--- src/sv/pcd_pkg.sv ---
// ----------------------------------------------------------------------------
// pcd_pkg: shared types and constants
// Operation kinds, register indexes and the records that travel down the
// displacement pipeline and the square root cell chain.
// ----------------------------------------------------------------------------
package pcd_pkg;

	localparam int NUM_DIM_DEF = 3;
	localparam int MAX_DIM = 3;
	localparam int ROOT_CELLS = 32;

	typedef enum logic [1:0] {
		KIND_SUB  = 2'd0,
		KIND_ADD  = 2'd1,
		KIND_DIST = 2'd2,
		KIND_NONE = 2'd3
	} kind_t;

	typedef enum logic [2:0] {
		REG_MASK    = 3'd0,
		REG_SPAN_X  = 3'd1,
		REG_SPAN_Y  = 3'd2,
		REG_SPAN_Z  = 3'd3,
		REG_START_X = 3'd4,
		REG_START_Y = 3'd5,
		REG_START_Z = 3'd6,
		REG_NONE    = 3'd7
	} reg_index_t;

	typedef struct packed {
		logic [MAX_DIM-1:0][31:0] res;
		logic                     oor;
		logic                     is_dist;
	} pay_t;

	typedef struct packed {
		logic [63:0] rad;
		logic [34:0] rem;
		logic [31:0] root;
		pay_t        pay;
	} root_t;

endpackage

--- src/sv/pcd_axis.sv ---
// ----------------------------------------------------------------------------
// pcd_axis: one axis of the displacement stage
// Forms the folded difference or the wrapped sum of one coordinate pair,
// saturates it to 32 bits and raises the limit flag.
// ----------------------------------------------------------------------------
module pcd_axis import pcd_pkg::*; (
	input  logic        clk,
	input  logic        en,
	input  kind_t       kind,
	input  logic        active,
	input  logic        periodic,
	input  logic [30:0] span,
	input  logic [31:0] start,
	input  logic [31:0] a,
	input  logic [31:0] b,
	output logic [31:0] res_s2,
	output logic        oor_s2
);

	localparam logic signed [33:0] SAT_MAX = 34'sd2147483647;
	localparam logic signed [33:0] SAT_MIN = -34'sd2147483648;

	logic signed [33:0] sa, sb, sspan, lo, hi;
	logic signed [33:0] diff, t1, t2, fold, mag, sum, wrap, r;
	logic               sub_flag, add_flag, lim_flag;
	logic [31:0]        res_d;
	logic               oor_d;

	always_comb begin
		sa = {{2{a[31]}}, a};
		sb = {{2{b[31]}}, b};
		sspan = {3'b000, span};
		lo = {{2{start[31]}}, start};
		hi = lo + sspan;

		diff = sa - sb;
		t1 = (diff < 0) ? -diff : diff;
		t2 = sspan - t1;
		fold = diff;
		if (periodic && (t1 > t2)) begin
			fold = (diff > 0) ? -t2 : t2;
		end
		mag = (fold < 0) ? -fold : fold;
		sub_flag = mag > sspan;

		sum = sa + sb;
		wrap = sum;
		if (sum < lo) begin
			if (periodic) wrap = sum + sspan;
		end else if (sum > hi) begin
			if (periodic) wrap = sum - sspan;
		end
		add_flag = (wrap < lo) || (wrap > hi);

		if (kind == KIND_ADD) begin
			r = wrap;
			lim_flag = add_flag;
		end else begin
			r = fold;
			lim_flag = sub_flag;
		end

		res_d = r[31:0];
		oor_d = lim_flag;
		if (r > SAT_MAX) begin
			res_d = 32'h7fff_ffff;
			oor_d = 1'b1;
		end else if (r < SAT_MIN) begin
			res_d = 32'h8000_0000;
			oor_d = 1'b1;
		end
		if (!active || kind == KIND_NONE) begin
			res_d = '0;
			oor_d = 1'b0;
		end
	end

	always_ff @(posedge clk) begin
		if (en) begin
			res_s2 <= res_d;
			oor_s2 <= oor_d;
		end
	end

endmodule

--- config.mk ---
export PLATFORM = sky130hd
export DESIGN_NAME = pcd_axis
export DESIGN_NICKNAME = d
export VERILOG_FILES = /design/src/sv/pcd_pkg.sv /design/src/sv/pcd_axis.sv
export SDC_FILE = /design/constraint.sdc
export NUM_CORES = 1
export LEC_CHECK = 0
export ABC_CLOCK_PERIOD_IN_PS = 18900
export BUFFER_PORTS_ARGS = -buffer_cell sky130_fd_sc_hd__buf_2
export CORE_UTILIZATION = 51
export DETAILED_ROUTE_END_ITERATION = 16
export PLACE_DENSITY_LB_ADDON = 0.1
export RECOVER_POWER = 50
export SLEW_MARGIN = 0
export SYNTH_ARGS = -nofsm -noshare
export SYNTH_HDL_FRONTEND = slang
export SYNTH_SLANG_ARGS = --single-unit
--- constraint.sdc ---
create_clock -name clk -period 18.9 [get_ports clk]
set_clock_uncertainty 0.15 [all_clocks]
set_input_delay 2.835 -clock clk [delete_from_list [all_inputs] [get_ports clk]]
set_output_delay 2.835 -clock clk [all_outputs]
set_load 0.005 [all_outputs]
==> results of run 1 <==
per-layer routing:
layer	global-route usage (%)	vias up	share of wire, %
li1	-	10968	-
met2	60.04	976	45
met3	3.499	111	8.6
met5	0	-	0
met1	49.58	10510	44
met4	11.04	0	2.9
placed cells by master (no fill, tap or decap), types with 21 or more instances in the layout:
| cell type | netlist | routed |
|---|---|---|
| o21ai_0 | 161 | 160 |
| nand2_1 | 200 | 200 |
| o21bai_1 | 38 | 38 |
| mux2i_1 | 21 | 21 |
| and2_1 | 31 | 31 |
| inv_1 | 245 | 245 |
| a21o_1 | 79 | 79 |
| a31oi_1 | 48 | 48 |
| buf_2 | 31 | 159 |
| nor4_1 | 27 | 27 |
| buf_4 | 0 | 41 |
| ha_1 | 383 | 383 |
| nand4_1 | 58 | 58 |
| nor2b_1 | 41 | 40 |
| nand2b_1 | 42 | 41 |
| o211ai_1 | 33 | 33 |
| a211oi_1 | 37 | 37 |
| o31ai_1 | 27 | 26 |
| and3_1 | 26 | 26 |
| nand3_1 | 61 | 61 |
| xor2_1 | 62 | 62 |
| nor2_1 | 273 | 273 |
| a21oi_1 | 260 | 259 |
| o22ai_1 | 26 | 26 |
| edfxtp_1 | 33 | 33 |
| or3_1 | 29 | 29 |
| nor3_1 | 67 | 67 |
| xnor2_1 | 138 | 138 |
| o21a_1 | 40 | 40 |
power groups by stage:
stage | registers, mW | clock network, mW | logic, mW
after global placement | 0.112 | 0 | 2.28
final | 0.110 | 0.0830 | 2.38
after CTS | 0.110 | 0.0836 | 2.33
after global routing | 0.112 | 0.0846 | 2.61
after detailed placement | 0.112 | 0 | 2.31
after floorplan | 0.114 | 0 | 1.68
layout make-up:
class / count / share of cell area [%]
inverters: 248 / 4.208
multi-input cells: 2519 / 82.61
well taps: 525 / 2.969
flip-flops and latches: 33 / 4.479
clock buffers: 5 / 0.5656
clock inverters: 3 / 0.07918
repair buffers: 206 / 5.090
Yosys cell counts (33+ instances only):
cell        n
nor3_1     67
nor2_1    273
clkbuf_1   68
xor2_1     62
a21oi_1   260
nand3_1    61
xnor2_1   138
o211ai_1   33
ha_1      383
inv_1     245
nand2b_1   42
nand2_1   200
a21o_1     79
o21bai_1   38
nor2b_1    41
edfxtp_1   33
nand4_1    58
a211oi_1   37
o21a_1     40
a31oi_1    48
o21ai_0   161
cells by family (layout without fill, tap and decap cells):
kind of cell | Yosys count | in the layout | share of synthesized area, %
AO/OA/AOI/OAI | 951 | 951 | 30.93
XOR/XNOR | 207 | 207 | 9.262
adder cells (fa/ha/maj) | 391 | 391 | 23.96
buffers and inverters | 354 | 462 | 6.642
flip-flops | 33 | 33 | 4.813
multiplexers | 27 | 27 | 1.367
AND/OR/NAND/NOR | 943 | 943 | 23.02
per-stage QoR:
stage	cell area [um^2]	setup WS (ns)
2_1_floorplan	20590	4.157
3_3_place_gp	21990	3.065
3_5_place_dp	21990	2.881
4_1_cts	22130	3.124
5_1_grt	22120	2.174
6_report	22120	2.938
worst min-delay path: cells and delay by family:
kind                   cells  cell delay, ns
AOI/OAI and AO/OA          1            0.11
buffers and inverters      2            0.34
and+or+nand+nor            2            0.17
flip-flops by register name (all words and copies together) (netlist names):
name and count:
oor_s2 1, res_s2 32
path summary, 6_finish.rpt:
kind,slack [ns],startpoint,cells after the start,end
max,2.94,a[6],52,oor_s2$_SDFFCE_PP0P_
min,3.21,kind[1],5,res_s2[22]$_SDFFCE_PP0P_
==> out/metrics.cfg, run 1 <==
[clock_network]
cts_tree=yes
clockBufferDepth=2
postCtsSetupBuffers=0
numCtsBuffers=5
clock_sinks=33
cts-resized-gates=0
clkSlewWorstSetupHoldPaths_ns=0.07
htree_num_levels=2
cts_root_buffer=clkbuf_16
cts_hold_buffers=0

[placement]
place_hpwl_um=65770
dp_cells=3531
io_buffers=165
place.gp.congestion=1.029

[floorplanning]
die_w_um=202.9
num_rows=73
die-area_um2=41180
dieHeight_um=202.9
fp.coreArea_um2=39730
io-pin-count=166
initial_core_util_pct=51.82

[global_route]
grt_antenna_before_repair=1
grt_first_pass_wirelength_um=118200
grt-ovfl-total=0
grt_max_degree=66
grt_pass1_vias=21259
track_usage_pct=36.35

[hold_path]
hp-class=input pin to flop

[logic_synthesis]
avgSynthCellArea_um2=7.085
synth_top_flop_cell=edfxtp_1
ys_seq_elements=33
async_flop_share_pct=0
synth_top_area_share_pct=23.28
yosys-top-cells-area=ha_1, a21oi_1, xnor2_1, nor2_1, edfxtp_1
synth_edf_count=33
ys_seq_area_share_pct=4.813
synth_top_area_cell=ha_1
yosys_warnings=0
syn_area_um2=20590
synthCells=2906
syn_nets=3428
synth.distinct_cells=102

[sta]
hold_violations=0
final_max_slew_viol_count=34
setup_viol=0
tightest_slew_ns=1.808
timing.final.crit_share_pct=84.46
max_slew_margin_pct=-20.51
min_period_ns=15.96
setup_tns_ns=0
holdWs_ns=3.211
rsz0062_at_grt=no
max_freq_ghz=0.06265

[detailed_routing]
drtAntennaViolNets=0
dr.pass1.iters=5
avgRoutedWirePerCell_um=21.82
vias=22565
drt_wl_total_um=77220
drtIter0Drc=1915
route.detailed.drc=0
routed_via_density=6.376

[status]
violations=max-capacitance violations, max-slew violations
status=finished, violations left

[power_and_ir_drop]
p_sw_mw=1.533
clockPowerShare_pct=3.2
p_sw_share_pct=59.51
powerDensity_nw_per_um2=116.4
power.total_mw=2.576
power_frac_comb_pct=92.5
p_seq_share_pct=4.3
peakVddDrop_v=0.00005383
p_leak_nw=10.24
internal_power_mw=1.043

[final_layout]
syn2layout_area_growth_pct=7.451
layout-drive-gt1-share_pct=9.224
multiInputGateArea_um2=18280
nNetsFinal=3535
nFillCells=3910
regArea_um2=991.0
final_cell_count_no_fill=3539
antenna_cells=0
fin_util_pct=55.68

[critical_path]
cp_top_family=compound AO/OA/AOI/OAI gates
cp-start-kind=input pin
path_class=input pin to flop
cp.buffers_inverters=5
cp_max_fo=36
cpMostUsedCell=ha_1
critPathCaptureType=flop
required_ns=18.78
max_stage_delay_ns=0.73
slowest_stage=nor4_1
worstPathArrival_ns=15.85

[flow_run]
cap_violations=1

(Power assumes the default switching activity.)
==> run 2: changes to the inputs <==
--- a/config.mk
+++ b/config.mk
@@ -5,7 +5,7 @@
 export SDC_FILE = /design/constraint.sdc
 export NUM_CORES = 1
 export LEC_CHECK = 0
-export ABC_CLOCK_PERIOD_IN_PS = 18900
+export ABC_CLOCK_PERIOD_IN_PS = 14400
 export BUFFER_PORTS_ARGS = -buffer_cell sky130_fd_sc_hd__buf_2
 export CORE_UTILIZATION = 51
 export DETAILED_ROUTE_END_ITERATION = 16
==> constraint.sdc (replaced) <==
create_clock -name clk -period 14.4 [get_ports clk]
set_clock_uncertainty 0.15 [all_clocks]
set_input_delay 2.16 -clock clk [delete_from_list [all_inputs] [get_ports clk]]
set_output_delay 2.16 -clock clk [all_outputs]
set_load 0.005 [all_outputs]
==> run 2 against run 1 <==
The run still ends with max-capacitance violations, max-slew violations left. Design area increased by 2.6%. Hold slack got worse by 0.70 ns. Clock power rose by 25%. Largest power group unchanged.
==> out/metrics.cfg, run 2 (synthesis results as in run 1) <==
[final_layout]
final_cell_count_no_fill=3600
regArea_um2=991.0
fin_util_pct=57.15
layout_commonest_cell=ha_1
layout-drive-gt1-share_pct=11.65
nFillCells=3879
multiInputGateArea_um2=18410
nNetsFinal=3595
reg.largest.list=res_s2: 32 flops, oor_s2: 1 flops
syn2layout_area_growth_pct=10.29
largest_reg_flops=32
top_register=res_s2
most-common-layout-cells=ha_1, nor2_1, a21oi_1

[critical_path]
worstPathArrival_ns=13.63
critPathCaptureType=flop
max_stage_delay_ns=0.54
cp-start-kind=input pin
path_class=input pin to flop
required_ns=14.28
cp_max_fo=9
cpMostUsedCell=ha_1
slowest_stage=or4b_1

[placement]
place.gp.congestion=1.015
dp_cells=3588
pre_cts_ws_ns=-0.1460
place_hpwl_um=67960
io_buffers=165

[power_and_ir_drop]
peakVddDrop_v=0.00005463
powerDensity_nw_per_um2=154.6
p_leak_nw=10.56

[detailed_routing]
avgRoutedWirePerCell_um=22.10
routed_via_density=6.452
vias=23228
drtIter0Drc=1994
route.detailed.drc=0
dr.pass1.iters=6
drtAntennaViolNets=0
drt_wl_total_um=79570

[sta]
layout_setup_ws_ns=0.6538
holdWs_ns=2.509
tightest_slew_ns=1.798
timing.final.crit_share_pct=95.46
max_slew_margin_pct=-19.88
setup_tns_ns=0
min_period_ns=13.75
rsz0062_at_grt=no
setup_viol=0
max_freq_ghz=0.07275
hold_violations=0
final_max_slew_viol_count=34

[status]
violations=max-capacitance violations, max-slew violations
status=finished, violations left

[clock_network]
numCtsBuffers=5
cts_tree=yes
cts_root_buffer=clkbuf_16
clockBufferDepth=2
clock_sinks=33
clkSlewWorstSetupHoldPaths_ns=0.06
htree_num_levels=2
cts_hold_buffers=0

[flow_run]
cap_violations=1

[global_route]
grt-ovfl-total=0
grt_first_pass_wirelength_um=120400
grt_max_degree=46
track_usage_pct=37.25
grt_pass1_vias=21546
grt_antenna_before_repair=0

[floorplanning]
initial_core_util_pct=51.82
die_w_um=202.9
num_rows=73
die-area_um2=41180
dieHeight_um=202.9
fp.coreArea_um2=39730
io-pin-count=166

[hold_path]
hold_depth=5
hp-class=input pin to flop

-- run 2: power breakdown --
group | internal, mW | total [mW] | switching, mW | leakage, nW
sequential | 0.139 | 0.145 | 0.00580 | 0.318
clock | 0.0635 | 0.104 | 0.0409 | 0.0706
combinational | 1.25 | 3.26 | 2.01 | 10.2
-- run 2: final cells by class --
| class | count | share of cell area (%) |
|---|---|---|
| multi-input combinational | 2519 | 81.07 |
| clock buffer | 6 | 0.5675 |
| clock inverter | 2 | 0.04408 |
| sequential | 33 | 4.364 |
| antenna | 1 | 0.01102 |
| timing repair buffer | 266 | 6.954 |
| tap | 525 | 2.893 |
| inverter | 248 | 4.099 |
-- run 2: worst paths after layout --
check / startpoint / end / slack, ns
setup / recovery: a[0] / oor_s2$_SDFFCE_PP0P_ / 0.65
hold / removal: kind[1] / res_s2[5]$_SDFFCE_PP0P_ / 2.51
-- run 2: routing by layer --
metal	wire (um)	GRT usage (%)	vias up
li1	-	-	11091
met1	35110	51.67	10936
met2	34980	60.63	1039
met3	6237	1.942	162
met4	3243	13.72	0
met5	0	0	-
-- run 2: critical path, delay by kind of cell --
family | cells | cell delay [ns]
AO/OA/AOI/OAI | 30 | 6.32
AND/OR/NAND/NOR | 12 | 2.52
adder cells (fa/ha/maj) | 7 | 1.97
XOR/XNOR | 2 | 0.34
buffers and inverters | 4 | 0.27
-- run 2: what timing repair did --
action                                  in CTS  in global routing
endpoints found under the setup margin       0                  1
resized for setup                            0                 32
hold endpoints to repair                     0                  0
setup buffers                                0                  3
-- run 2: stage by stage --
| stage | cell area [um^2] | total power [mW] |
|---|---|---|
| after detailed placement | 22410 | 3.279 |
| after global routing | 22710 | 3.800 |
| after global placement | 22410 | 3.229 |
| after CTS | 22550 | 3.404 |
| final | 22710 | 3.512 |
| after floorplan | 20590 | 2.354 |
