### config.mk
export PLATFORM = sky130hd
export DESIGN_NAME = pcd_root_cell
export DESIGN_NICKNAME = d
export VERILOG_FILES = /design/src/sv/pcd_pkg.sv /design/src/sv/pcd_root_cell.sv
export SDC_FILE = /design/constraint.sdc
export NUM_CORES = 1
export LEC_CHECK = 0
export BUFFER_PORTS_ARGS = -buffer_cell sky130_fd_sc_hd__buf_4
export CAP_MARGIN = 0
export CORE_ASPECT_RATIO = 0.5
export CORE_UTILIZATION = 25
export CTS_CLUSTER_SIZE = 20
export DETAILED_ROUTE_END_ITERATION = 8
export PLACE_DENSITY = 0.56
export SLEW_MARGIN = 25
export SYNTH_ARGS = -nofsm -noshare
export SYNTH_HDL_FRONTEND = slang
export SYNTH_SLANG_ARGS = --single-unit
### constraint.sdc
create_clock -name clk -period 0.8 [get_ports clk]
set_input_delay 0.04 -clock clk [delete_from_list [all_inputs] [get_ports clk]]
set_output_delay 0.04 -clock clk [all_outputs]
set_load 0.1 [all_outputs]
### src/sv/pcd_pkg.sv
// ----------------------------------------------------------------------------
// pcd_pkg: shared types and constants
// Operation kinds, register indexes and the records that travel down the
// displacement pipeline and the square root cell chain.
// ----------------------------------------------------------------------------
package pcd_pkg;

	localparam int NUM_DIM_DEF = 3;
	localparam int MAX_DIM = 3;
	localparam int ROOT_CELLS = 32;

	typedef enum logic [1:0] {
		KIND_SUB  = 2'd0,
		KIND_ADD  = 2'd1,
		KIND_DIST = 2'd2,
		KIND_NONE = 2'd3
	} kind_t;

	typedef enum logic [2:0] {
		REG_MASK    = 3'd0,
		REG_SPAN_X  = 3'd1,
		REG_SPAN_Y  = 3'd2,
		REG_SPAN_Z  = 3'd3,
		REG_START_X = 3'd4,
		REG_START_Y = 3'd5,
		REG_START_Z = 3'd6,
		REG_NONE    = 3'd7
	} reg_index_t;

	typedef struct packed {
		logic [MAX_DIM-1:0][31:0] res;
		logic                     oor;
		logic                     is_dist;
	} pay_t;

	typedef struct packed {
		logic [63:0] rad;
		logic [34:0] rem;
		logic [31:0] root;
		pay_t        pay;
	} root_t;

endpackage

### src/sv/pcd_root_cell.sv
// ----------------------------------------------------------------------------
// pcd_root_cell: one step of the integer square root chain
// Brings in two radicand bits, tries the next root bit and hands the
// remainder, partial root and the result record to the next cell.
// ----------------------------------------------------------------------------
module pcd_root_cell import pcd_pkg::*; (
	input  logic  clk,
	input  logic  arst_n,
	input  logic  en,
	input  logic  valid_in,
	input  root_t data_in,
	output logic  valid_q,
	output root_t data_q
);

	logic [34:0] rem_sh, trial;
	root_t       nxt;

	always_comb begin
		nxt = data_in;
		rem_sh = {data_in.rem[32:0], data_in.rad[63:62]};
		trial = {1'b0, data_in.root, 2'b01};
		nxt.rad = {data_in.rad[61:0], 2'b00};
		if (rem_sh >= trial) begin
			nxt.rem = rem_sh - trial;
			nxt.root = {data_in.root[30:0], 1'b1};
		end else begin
			nxt.rem = rem_sh;
			nxt.root = {data_in.root[30:0], 1'b0};
		end
	end

	always_ff @(posedge clk or negedge arst_n) begin
		if (!arst_n) begin
			valid_q <= 1'b0;
		end else if (en) begin
			valid_q <= valid_in;
		end
	end

	always_ff @(posedge clk) begin
		if (en) begin
			data_q <= nxt;
		end
	end

endmodule
==> results.ini, run 1 <==
[status]
outcome = complete, but fails checks
violations = DRC, setup timing

[critical_path]
crit_start = data_in[116]
cp-start-kind = primary input
r2r_start = valid_q
worstPathRequired_ns = 1.08
cp_max_fo = 5
worstSetupEndpointType = flop
worstSetupPathType = primary input to flop
arrival_ns = 2.18

[synth]
synth-compound-area-share_pct = 8.69
synth_top_cells_by_count = 227 x edfxtp_1, 46 x a21oi_1, 46 x inv_1
ys.flop_type = edfxtp_1
synthTopCellsByArea = edfxtp_1 73%, ha_1 4.6%, a21oi_1 2.5%
yosys.area_share.simple_pct = 5.63
ys_ff_latch = 228
syn_area_per_cell_um2 = 15.5
synth_fa_ha_area_share_pct = 4.57
synth_warnings = 0
synthMuxAreaShare_pct = 1.82
synth.cell_area_um2 = 9310
synthCells = 599
synth_xor_area_share_pct = 2.92
yosysUniqueCellTypes = 61
synth_top_area_share_pct = 73.3
synth_edf_count = 227
yosysMostFrequentCell = edfxtp_1
synth_top_area_cell = edfxtp_1
async_flop_share_pct = 0.439
ys_seq_area_share_pct = 73.5
synth_top_family_by_area = compound AO/OA/AOI/OAI gates

[routing]
routed_via_density = 4.24
drt-met1-wl_um = 13300
firstDrtPassIters = 6
first_iter_violations = 371
drt-total-wl_um = 34700
top_layer = met4
vias = 8309
dr_wl_met2_um = 19200
wl_met3_um = 1170
wl_per_cell_um = 17.7
drc = 11
ant_nets = 0

[worst_hold_path]
hp-class = primary input to flop
hold_start = data_in[228]

[placement]
place_ws_ns = -1.75
gp_congestion = 0.856
hpwl_um = 25100
portBuffers = 458

[pwr]
comb_power_share_pct = 38.3
p_int_mw = 26.6
pwr-share-clk_pct = 26.7
power_switching_mw = 16.4
ir_drop_v = 0.00142
p_sw_share_pct = 38.2
p_per_area_nw_per_um2 = 2230
power_leakage_nw = 8.12
power_mw = 43.0
sequentialPowerShare_pct = 35.0

[clock_tree]
cts.sinks = 228
ctsRootBufferMaster = clkbuf_16
clkTransAtPathRegs_ns = 0.06
cts_tree = built
cts-buffers-inserted = 23
clk_latency_ns = 0.52
clockBufferDepth = 3
h-tree-depth = 1

[final_layout]
area_growth_syn_to_layout_pct = 107
final_util_pct = 53.0
nFillCells = 3020
drive_gt1_share_pct = 52.0
nets = 1724
antenna_cells = 0

[sta]
tns_ns = -119.53
finalCritPeriodShare_pct = 238
finalMaxSlewViolations = 0
setup_ws_ns = -1.10
fmax_mhz = 526
rsz0062_at_grt = yes
hold_viol = 0
finClkSkew_ns = 0
finalSetupViolations = 292
fin_crit_ns = 1.90

[job]
maxCapViolCount = 0

[die]
rows = 49
initial_utilization_pct = 25.6
ios = 463
die_height_um = 138
core_um2 = 36300
die_w_um = 275
fp.dieArea_um2 = 38000

[grt]
grt_usage_pct = 17.8
grt_pass1_wl_um = 52400
grt_max_degree = 26
grt_overflow = 0
antenna_found_initial = 1
grt_pass1_vias = 9203

## layout make-up
class / count / area (µm²) / area share [%]
clock buffer: 30 / 622 / 3.23
clock inverter: 12 / 149 / 0.773
inverter: 46 / 190 / 0.988
multi-input combinational: 313 / 2820 / 14.6
sequential: 228 / 6850 / 35.6
tap: 484 / 606 / 3.15
timing repair buffer: 845 / 8020 / 41.7
## cells in the final DEF (no fill, tap or decap), types with 4 or more instances in the layout
master	netlist	final
xor2_1	10	7
clkbuf_1	1	5
o211ai_1	5	5
a21o_1	8	8
inv_2	0	8
clkbuf_16	0	23
nand4_1	9	9
nor3_1	10	7
inv_1	46	35
nor2b_1	4	4
mux2_4	1	9
buf_12	0	10
a21oi_1	46	20
o21ai_0	20	14
buf_4	5	361
edfxtp_1	227	227
buf_8	0	17
dlygate4sd3_1	0	231
buf_6	2	225
nor2_2	0	15
o21ai_1	0	6
and3_1	5	5
ha_4	0	19
nand2_1	20	20
nor2_1	45	26
xnor2_1	21	19
nor2_4	0	4
a21oi_2	4	27
ha_1	34	15
## power by group through the flow
| stage | Sequential [mW] | Clock (mW) | Combinational, mW |
|---|---|---|---|
| final | 15.0 | 11.5 | 16.5 |
| after CTS | 15.0 | 11.8 | 16.4 |
| after global routing | 15.1 | 12.1 | 17.0 |
| after floorplan | 22.8 | 0 | 2.13 |
| after global placement | 15.0 | 0 | 14.2 |
| after detailed placement | 15.1 | 0 | 14.3 |
## per-layer routing
layer / GRT usage, % / vias up
met2: 34.0 / 182
met5: 0 / -
li1: - / 3985
met4: 5.61 / 0
met3: 2.41 / 58
met1: 20.4 / 4084
## worst max-delay path, stage by stage
cell and delay [ns]:
buf_4 0.10, inv_4 0.04, ha_4 0.27, and4_4 0.25, nand2b_4 0.05, or3_4 0.33, a211oi_4 0.23, o31ai_4 0.10
o21ai_4 0.22, buf_6 0.13, buf_12 0.11, mux2_4 0.29
## repair_timing
item                                    in CTS  in global routing
gates cloned                                 1                  0
hold endpoints to repair                   255                  2
gates resized for setup                    306                 32
buffers inserted                            11                  5
pin swaps                                   15                  3
hold buffers                               231                  2
endpoints found under the setup margin     265                492
## sequential cells by signal (all words and copies together), names as in the netlist
signal	flops
data_q	227
valid_q	1
## worst paths after layout
path | cells past startpoint | slack [ns] | to
worst min register to register | 1 | 0.59 | valid_q
min in group asynchronous | 3 | 0.41 | valid_q
worst min-delay path | 4 | 0.07 | data_q[131]
worst max-delay path | 12 | -1.10 | data_q[143]
worst max register to register | 1 | -0.06 | valid_q
max in group asynchronous | 3 | 0.26 | valid_q
## logic make-up after synthesis
| kind of cell | after synthesis |
|---|---|
| and+or+nand+nor | 110 |
| xor gates and xnor gates | 31 |
| adders and majority gates | 34 |
| other | 1 |
| buffers and inverters | 59 |
| AOI/OAI and AO/OA | 121 |
| DFF | 228 |
| muxes | 15 |
## metrics by stage
step                      area (µm²)  instances  hold WS (ns)
after floorplan                 9620        600        -0.256
after global placement         14700       1668        -0.170
after detailed placement       14700       1668        -0.169
after CTS                      19100       1953        0.0270
after global routing           19300       1958        0.0697
final                          19300       1958        0.0692
(Power assumes the default switching activity.)
==> run 2, diff against run 1 <==
--- a/config.mk
+++ b/config.mk
@@ -5,13 +5,14 @@
 export SDC_FILE = /design/constraint.sdc
 export NUM_CORES = 1
 export LEC_CHECK = 0
-export BUFFER_PORTS_ARGS = -buffer_cell sky130_fd_sc_hd__buf_4
+export ABC_AREA = 1
 export CAP_MARGIN = 0
 export CORE_ASPECT_RATIO = 0.5
 export CORE_UTILIZATION = 25
 export CTS_CLUSTER_SIZE = 20
 export DETAILED_ROUTE_END_ITERATION = 8
-export PLACE_DENSITY = 0.56
+export DONT_BUFFER_PORTS = 1
+export PLACE_DENSITY = 0.45
 export SLEW_MARGIN = 25
 export SYNTH_ARGS = -nofsm -noshare
 export SYNTH_HDL_FRONTEND = slang
==> results.ini, run 2 <==
[routing]
vias = 8805  ; was 8309
first_iter_violations = 444  ; was 371
drc = 0  ; was 11
firstDrtPassIters = 5  ; was 6
drt-total-wl_um = 39800  ; was 34700 µm
ant_nets = 0  ; unchanged
routed_via_density = 4.31  ; was 4.24
wl_per_cell_um = 19.5  ; was 17.7 µm

[critical_path]
critical-path-top-delay-family = flip-flops  ; was simple AND/OR/NAND/NOR gates
arrival_ns = 1.27  ; was 2.18 ns
critPathMaxStageDelay_ns = 0.50  ; was 0.33 ns
worstSetupEndpointType = output pin  ; was flop
cp_cell_sequence = buf_12  ; was buf_4, inv_4, ha_4, and4_4, nand2b_4, or3_4, a211oi_4, o31ai_4, o21ai_4, buf_6, buf_12, mux2_4
worstSetupPathType = flop to output pin  ; was primary input to flop
crit_start = data_q[0]  ; was data_in[116]
r2r_start = valid_q  ; unchanged
worstPathRequired_ns = 0.76  ; was 1.08 ns
path_buf_inv = 1  ; was 4
cp-start-kind = flop  ; was primary input
slowest_stage = edfxtp_1  ; was or3_4
cp_max_fo = 1  ; was 5

[synth]
ys.flop_type = edfxtp_1  ; unchanged
yosysUniqueCellTypes = 29  ; was 61
synthCells = 889  ; was 599
synth_top_area_cell = edfxtp_1  ; unchanged
syn_area_per_cell_um2 = 11.2  ; was 15.5 µm²
yosysMostFrequentCell = nand2_1  ; was edfxtp_1
synth_warnings = 0  ; unchanged
synth_edf_count = 227  ; unchanged
async_flop_share_pct = 0.439  ; unchanged
synth_top_cells_by_count = 305 x nand2_1, 227 x edfxtp_1, 126 x inv_1  ; was 227 x edfxtp_1, 46 x a21oi_1, 46 x inv_1
synth_top_area_share_pct = 68.4  ; was 73.3%
ys_ff_latch = 228  ; unchanged
synth.cell_area_um2 = 9960  ; was 9310 µm²
synthTopCellsByArea = edfxtp_1 68%, nand2_1 11%, inv_1 4.7%  ; was edfxtp_1 73%, ha_1 4.6%, a21oi_1 2.5%
ys_seq_area_share_pct = 68.7  ; was 73.5%

[clock_tree]
h-tree-depth = 1  ; unchanged
clk_latency_ns = 0.53  ; was 0.52 ns
cts_tree = built  ; unchanged
clockBufferDepth = 3  ; unchanged
clkTransAtPathRegs_ns = 0.07  ; was 0.06 ns
cts.sinks = 228  ; unchanged
cts-buffers-inserted = 24  ; was 23
ctsRootBufferMaster = clkbuf_16  ; unchanged

[final_layout]
regMostFlops = data_q  ; unchanged
final_cell_count_no_fill = 2042  ; was 1958
drive_gt1_share_pct = 44.0  ; was 52.0%
largestRegisters = data_q x227, valid_q x1  ; unchanged
largest_reg_flops = 227  ; unchanged
antenna_cells = 0  ; unchanged
layout_common_cells = 234 x buf_12, 227 x edfxtp_1, 220 x dlygate4sd3_1  ; was 361 x buf_4, 231 x dlygate4sd3_1, 227 x edfxtp_1
final_common_cell = buf_12  ; was buf_4
nets = 1764  ; was 1724
area_growth_syn_to_layout_pct = 107  ; about the same

[sta]
finalMaxSlewViolations = 0  ; unchanged
tns_ns = -105.73  ; was -119.53 ns
whs_ns = -0.395  ; was 0.0692 ns
finalSetupViolations = 265  ; was 292
finalCritPeriodShare_pct = 164  ; was 238%
setup_ws_ns = -0.511  ; was -1.10 ns
fmax_mhz = 763  ; was 526 MHz
worst-slew-pin-transition_ns = 0.903
slew_headroom_pct = 39.8
rsz0062_at_grt = yes  ; unchanged
hold_viol = 92  ; was 0
finClkSkew_ns = 0  ; unchanged
fin_crit_ns = 1.31  ; was 1.90 ns

[job]
maxCapViolCount = 0  ; unchanged

[pwr]
power_leakage_nw = 8.78  ; was 8.12 nW
ir_drop_v = 0.00122  ; was 0.00142 V
p_per_area_nw_per_um2 = 2170  ; was 2230 nW/µm²
power_mw = 44.8  ; was 43.0 mW

[die]
ios = 463  ; unchanged
initial_utilization_pct = 25.5  ; was 25.6%
fp.dieArea_um2 = 40700  ; was 38000 µm²
die_height_um = 143  ; was 138 µm
die_w_um = 284  ; was 275 µm
rows = 51  ; was 49
core_um2 = 39100  ; was 36300 µm²

[placement]
gp_congestion = 0.903  ; was 0.856
portBuffers = 0  ; was 458
hpwl_um = 28900  ; was 25100 µm
dp.cells = 1749  ; was 1668

[grt]
grt_usage_pct = 18.5  ; was 17.8%
grt_overflow = 0  ; unchanged
grt_pass1_wl_um = 56400  ; was 52400 µm
grt_max_degree = 229  ; was 26
antenna_found_initial = 0  ; was 1
grt_pass1_vias = 8947  ; was 9203

[worst_hold_path]
hold_start = en  ; was data_in[228]
hp-class = primary input to flop  ; unchanged

[status]
outcome = complete, but fails checks  ; unchanged
violations = hold timing, setup timing  ; was DRC, setup timing

[run 2: cell count changes after synthesis, sizes merged, moves of 16 or more]
cell / previous run / this run
nand2: 20 / 306
inv: 46 / 131
nand3: 2 / 35
a21oi: 50 / 29
xnor2: 21 / 2
nor2: 45 / 61
[run 2: worst paths after layout]
kind	cells after the start	slack, ns	endpoint
max in group asynchronous	2	0.27	valid_q
min in group asynchronous	2	0.36	valid_q
max	1	-0.51	data_q[0]
max reg2reg	1	-0.07	valid_q
min	0	-0.40	data_q[25]
min reg2reg	1	0.61	valid_q
[run 2: what timing repair did]
action / in CTS / in global routing
setup buffers: 19 / 12
pin swaps: 87 / 56
cloned: 5 / 0
gates resized for setup: 201 / 100
hold buffers: 215 / 5
endpoints found under the hold margin: 455 / 243
setup endpoints to repair: 265 / 265
[run 2: through the flow]
step,worst slack [ns],utilization (%),cell area (µm²)
finish,-0.511,52.9,20700
global route,-0.552,52.9,20700
CTS,-0.516,51.8,20200
detailed placement,-1.09,42.0,16400
global placement,-1.14,42.0,16400
floorplan,-0.826,-,10400
[run 2: kinds of logic (layout without fill, tap and decap cells)]
| group | Yosys count | in the layout | share of synthesized area, % |
|---|---|---|---|
| and+or+nand+nor | 425 | 425 | 17.3 |
| DFF | 228 | 228 | 68.7 |
| buffers and inverters | 139 | 761 | 5.68 |
| AOI/OAI and AO/OA | 43 | 43 | 2.35 |
| adders and majority gates | 34 | 34 | 4.27 |
| xor gates and xnor gates | 18 | 18 | 1.58 |
| other | 1 | 2 | 0.0376 |
| muxes | 1 | 1 | 0.113 |
[run 2: layout make-up]
cell class              instances  area [µm²]
clock inverters                15         169
flip-flops and latches        228        6850
repair buffers                589        8020
well taps                     530         663
fillers                      3272       18400
inverters                     131         582
multi-input cells             523        3760
clock buffers                  26         608
[run 2: report_power, final]
part | total (mW) | switching (mW) | internal, mW
combinational | 17.8 | 11.0 | 6.81
sequential | 15.5 | 0.967 | 14.5
clock | 11.5 | 5.00 | 6.48
[run 2: layer usage]
layer	global-route usage, %	share of wire, %	vias up
met5	0	0	-
li1	-	-	4161
met2	33.1	52	229
met3	2.68	4.0	50
met1	23.5	41	4365
met4	4.70	2.4	0
==> run 3, diff against run 2 <==
--- a/config.mk
+++ b/config.mk
@@ -12,7 +12,9 @@
 export CTS_CLUSTER_SIZE = 20
 export DETAILED_ROUTE_END_ITERATION = 8
 export DONT_BUFFER_PORTS = 1
-export PLACE_DENSITY = 0.45
+export HOLD_SLACK_MARGIN = 0.05
+export PLACE_DENSITY = 0.43
+export SKIP_CTS_REPAIR_TIMING = 1
 export SLEW_MARGIN = 25
 export SYNTH_ARGS = -nofsm -noshare
 export SYNTH_HDL_FRONTEND = slang
==> constraint.sdc (replaced) <==
create_clock -name clk -period 1.54 [get_ports clk]
set_input_delay 0.077 -clock clk [delete_from_list [all_inputs] [get_ports clk]]
set_output_delay 0.077 -clock clk [all_outputs]
set_load 0.1 [all_outputs]
==> results.ini, run 3 (synthesis results as in run 2) <==
[status]
outcome = complete, but fails checks  ; unchanged
violations = hold timing  ; was hold timing, setup timing

[clock_tree]
h-tree-depth = 1  ; unchanged
clockBufferDepth = 3  ; unchanged
clk_latency_ns = 0.54  ; was 0.53 ns
cts-buffers-inserted = 24  ; unchanged
cts.sinks = 228  ; unchanged
clkTransAtPathRegs_ns = 0.06  ; was 0.07 ns
cts_tree = built  ; unchanged
ctsRootBufferMaster = clkbuf_16  ; unchanged

[pwr]
power_leakage_nw = 7.31  ; was 8.78 nW
p_int_mw = 12.8  ; was 27.8 mW
power_switching_mw = 8.24  ; was 17.0 mW
p_per_area_nw_per_um2 = 1260  ; was 2170 nW/µm²
ir_drop_v = 0.000664  ; was 0.00122 V
p_sw_share_pct = 39.2  ; was 38.0%
sequentialPowerShare_pct = 36.6  ; was 34.5%
comb_power_share_pct = 34.6  ; was 39.8%
pwr-share-clk_pct = 28.8  ; was 25.6%

[sta]
hold_viol = 153  ; was 92
finalMaxSlewViolations = 0  ; unchanged
fin_crit_ns = 1.41
finalSetupViolations = 0  ; was 265
finalCritPeriodShare_pct = 91.8
rsz0062_at_grt = no  ; was yes
slew_headroom_pct = 61.1  ; was 39.8%
finClkSkew_ns = 0  ; unchanged
fmax_mhz = 707
whs_ns = -0.340  ; was -0.395 ns
worst-slew-pin-transition_ns = 0.583  ; was 0.903 ns

[placement]
hpwl_um = 27000  ; was 28900 µm
gp_congestion = 0.864  ; was 0.903
place_area_um2 = 13600  ; was 16400 µm²
portBuffers = 0  ; unchanged

[routing]
wl_per_cell_um = 17.8  ; was 19.5 µm
top_layer = met4  ; unchanged
drt-total-wl_um = 36000  ; was 39800 µm
routed_via_density = 4.19  ; was 4.31
vias = 8490  ; was 8805
drc = 0  ; unchanged
wl_met3_um = 1290  ; was 1600 µm
ant_nets = 0  ; unchanged
dr_wl_met2_um = 18400  ; was 20800 µm
first_iter_violations = 457  ; was 444
drt-met1-wl_um = 15700  ; was 16500 µm
firstDrtPassIters = 6  ; was 5

[grt]
grt_pass1_wl_um = 47600  ; was 56400 µm
grt_pass1_vias = 7306  ; was 8947
grt_usage_pct = 15.6  ; was 18.5%
grt_overflow = 0  ; unchanged
antenna_found_initial = 0  ; unchanged
grt_max_degree = 229  ; unchanged

[critical_path]
cp_max_fo = 9  ; was 1
worstSetupPathType = primary input to flop  ; was flop to output pin
worstPathRequired_ns = 1.83  ; was 0.76 ns
cp-start-kind = primary input  ; was flop
arrival_ns = 1.70  ; was 1.27 ns
worstSetupEndpointType = flop  ; was output pin
regToRegSetupSlack_ns = 0.24  ; was -0.07 ns

[die]
fp.dieArea_um2 = 40700  ; unchanged
initial_utilization_pct = 25.5  ; unchanged
ios = 463  ; unchanged
die_height_um = 143  ; unchanged
rows = 51  ; unchanged
core_um2 = 39100  ; unchanged
die_w_um = 284  ; unchanged

[final_layout]
regMostFlops = data_q  ; unchanged
seqCellArea_um2 = 6840  ; was 6850 µm²
layout_common_cells = 345 x buf_4, 297 x nand2_1, 227 x edfxtp_1  ; was 234 x buf_12, 227 x edfxtp_1, 220 x dlygate4sd3_1
finish.instance_area_um2 = 16600  ; was 20700 µm²
drive_gt1_share_pct = 30.3  ; was 44.0%
multi_input_area_um2 = 2980  ; was 3760 µm²
largestRegisters = data_q x227, valid_q x1  ; unchanged
antenna_cells = 0  ; unchanged
largest_reg_flops = 227  ; unchanged
nets = 1743  ; was 1764
area_growth_syn_to_layout_pct = 67.0  ; was 107%
final_common_cell = buf_4  ; was buf_12
nFillCells = 3754  ; was 3272

[job]
maxCapViolCount = 0  ; unchanged

[worst_hold_path]
hp-class = primary input to flop  ; unchanged

## run 3: power by group through the flow
stage | clock network [mW] | registers [mW] | logic [mW]
finish | 6.05 | 7.69 | 7.28
floorplan | 0 | 11.8 | 1.12
detailed placement | 0 | 7.81 | 6.81
CTS | 6.19 | 7.69 | 6.82
global placement | 0 | 7.81 | 6.82
global route | 6.40 | 7.74 | 7.57
## run 3: per-layer routing
metal	vias up	track usage, %
met5	-	0
met4	0	2.74
met3	36	2.81
met2	201	26.9
met1	4132	20.7
li1	4121	-
## run 3: final timing paths
path                               from           to  cells past startpoint
max                        data_in[113]  data_q[161]                     13
min                                  en   data_q[97]                      0
max reg2reg                     valid_q      valid_q                      2
min reg2reg                     valid_q      valid_q                      2
max in group asynchronous        arst_n      valid_q                      2
min in group asynchronous        arst_n      valid_q                      2
## run 3: area by class of cell
| class | instances | area share, % |
|---|---|---|
| sequential | 228 | 41.1 |
| timing repair buffer | 568 | 29.2 |
| multi-input combinational | 523 | 17.9 |
| tap | 530 | 3.98 |
| clock buffer | 29 | 3.72 |
| inverter | 131 | 3.09 |
| clock inverter | 15 | 1.00 |
## run 3: through the flow
stage	util, %	setup slack [ns]	setup TNS, ns	std cells	power, mW
CTS	36.9	0.130	0	1804	20.7
detailed placement	34.9	-0.438	-14.24	1760	14.6
global placement	34.9	-0.441	-14.09	1760	14.6
finish	42.6	0.126	0	2024	21.0
floorplan	-	-0.124	-3.49	890	12.9
global route	42.6	0.00457	0	2024	21.7
## run 3: critical path: stages
cell	delay (ns)
inv_1	0.13
ha_4	0.24
nand2_1	0.08
inv_1	0.05
nand2_1	0.13
inv_1	0.10
a21oi_4	0.16
nand3_2	0.14
nand3_2	0.11
nand2_4	0.08
buf_4	0.18
nand3_1	0.13
nand2_1	0.07
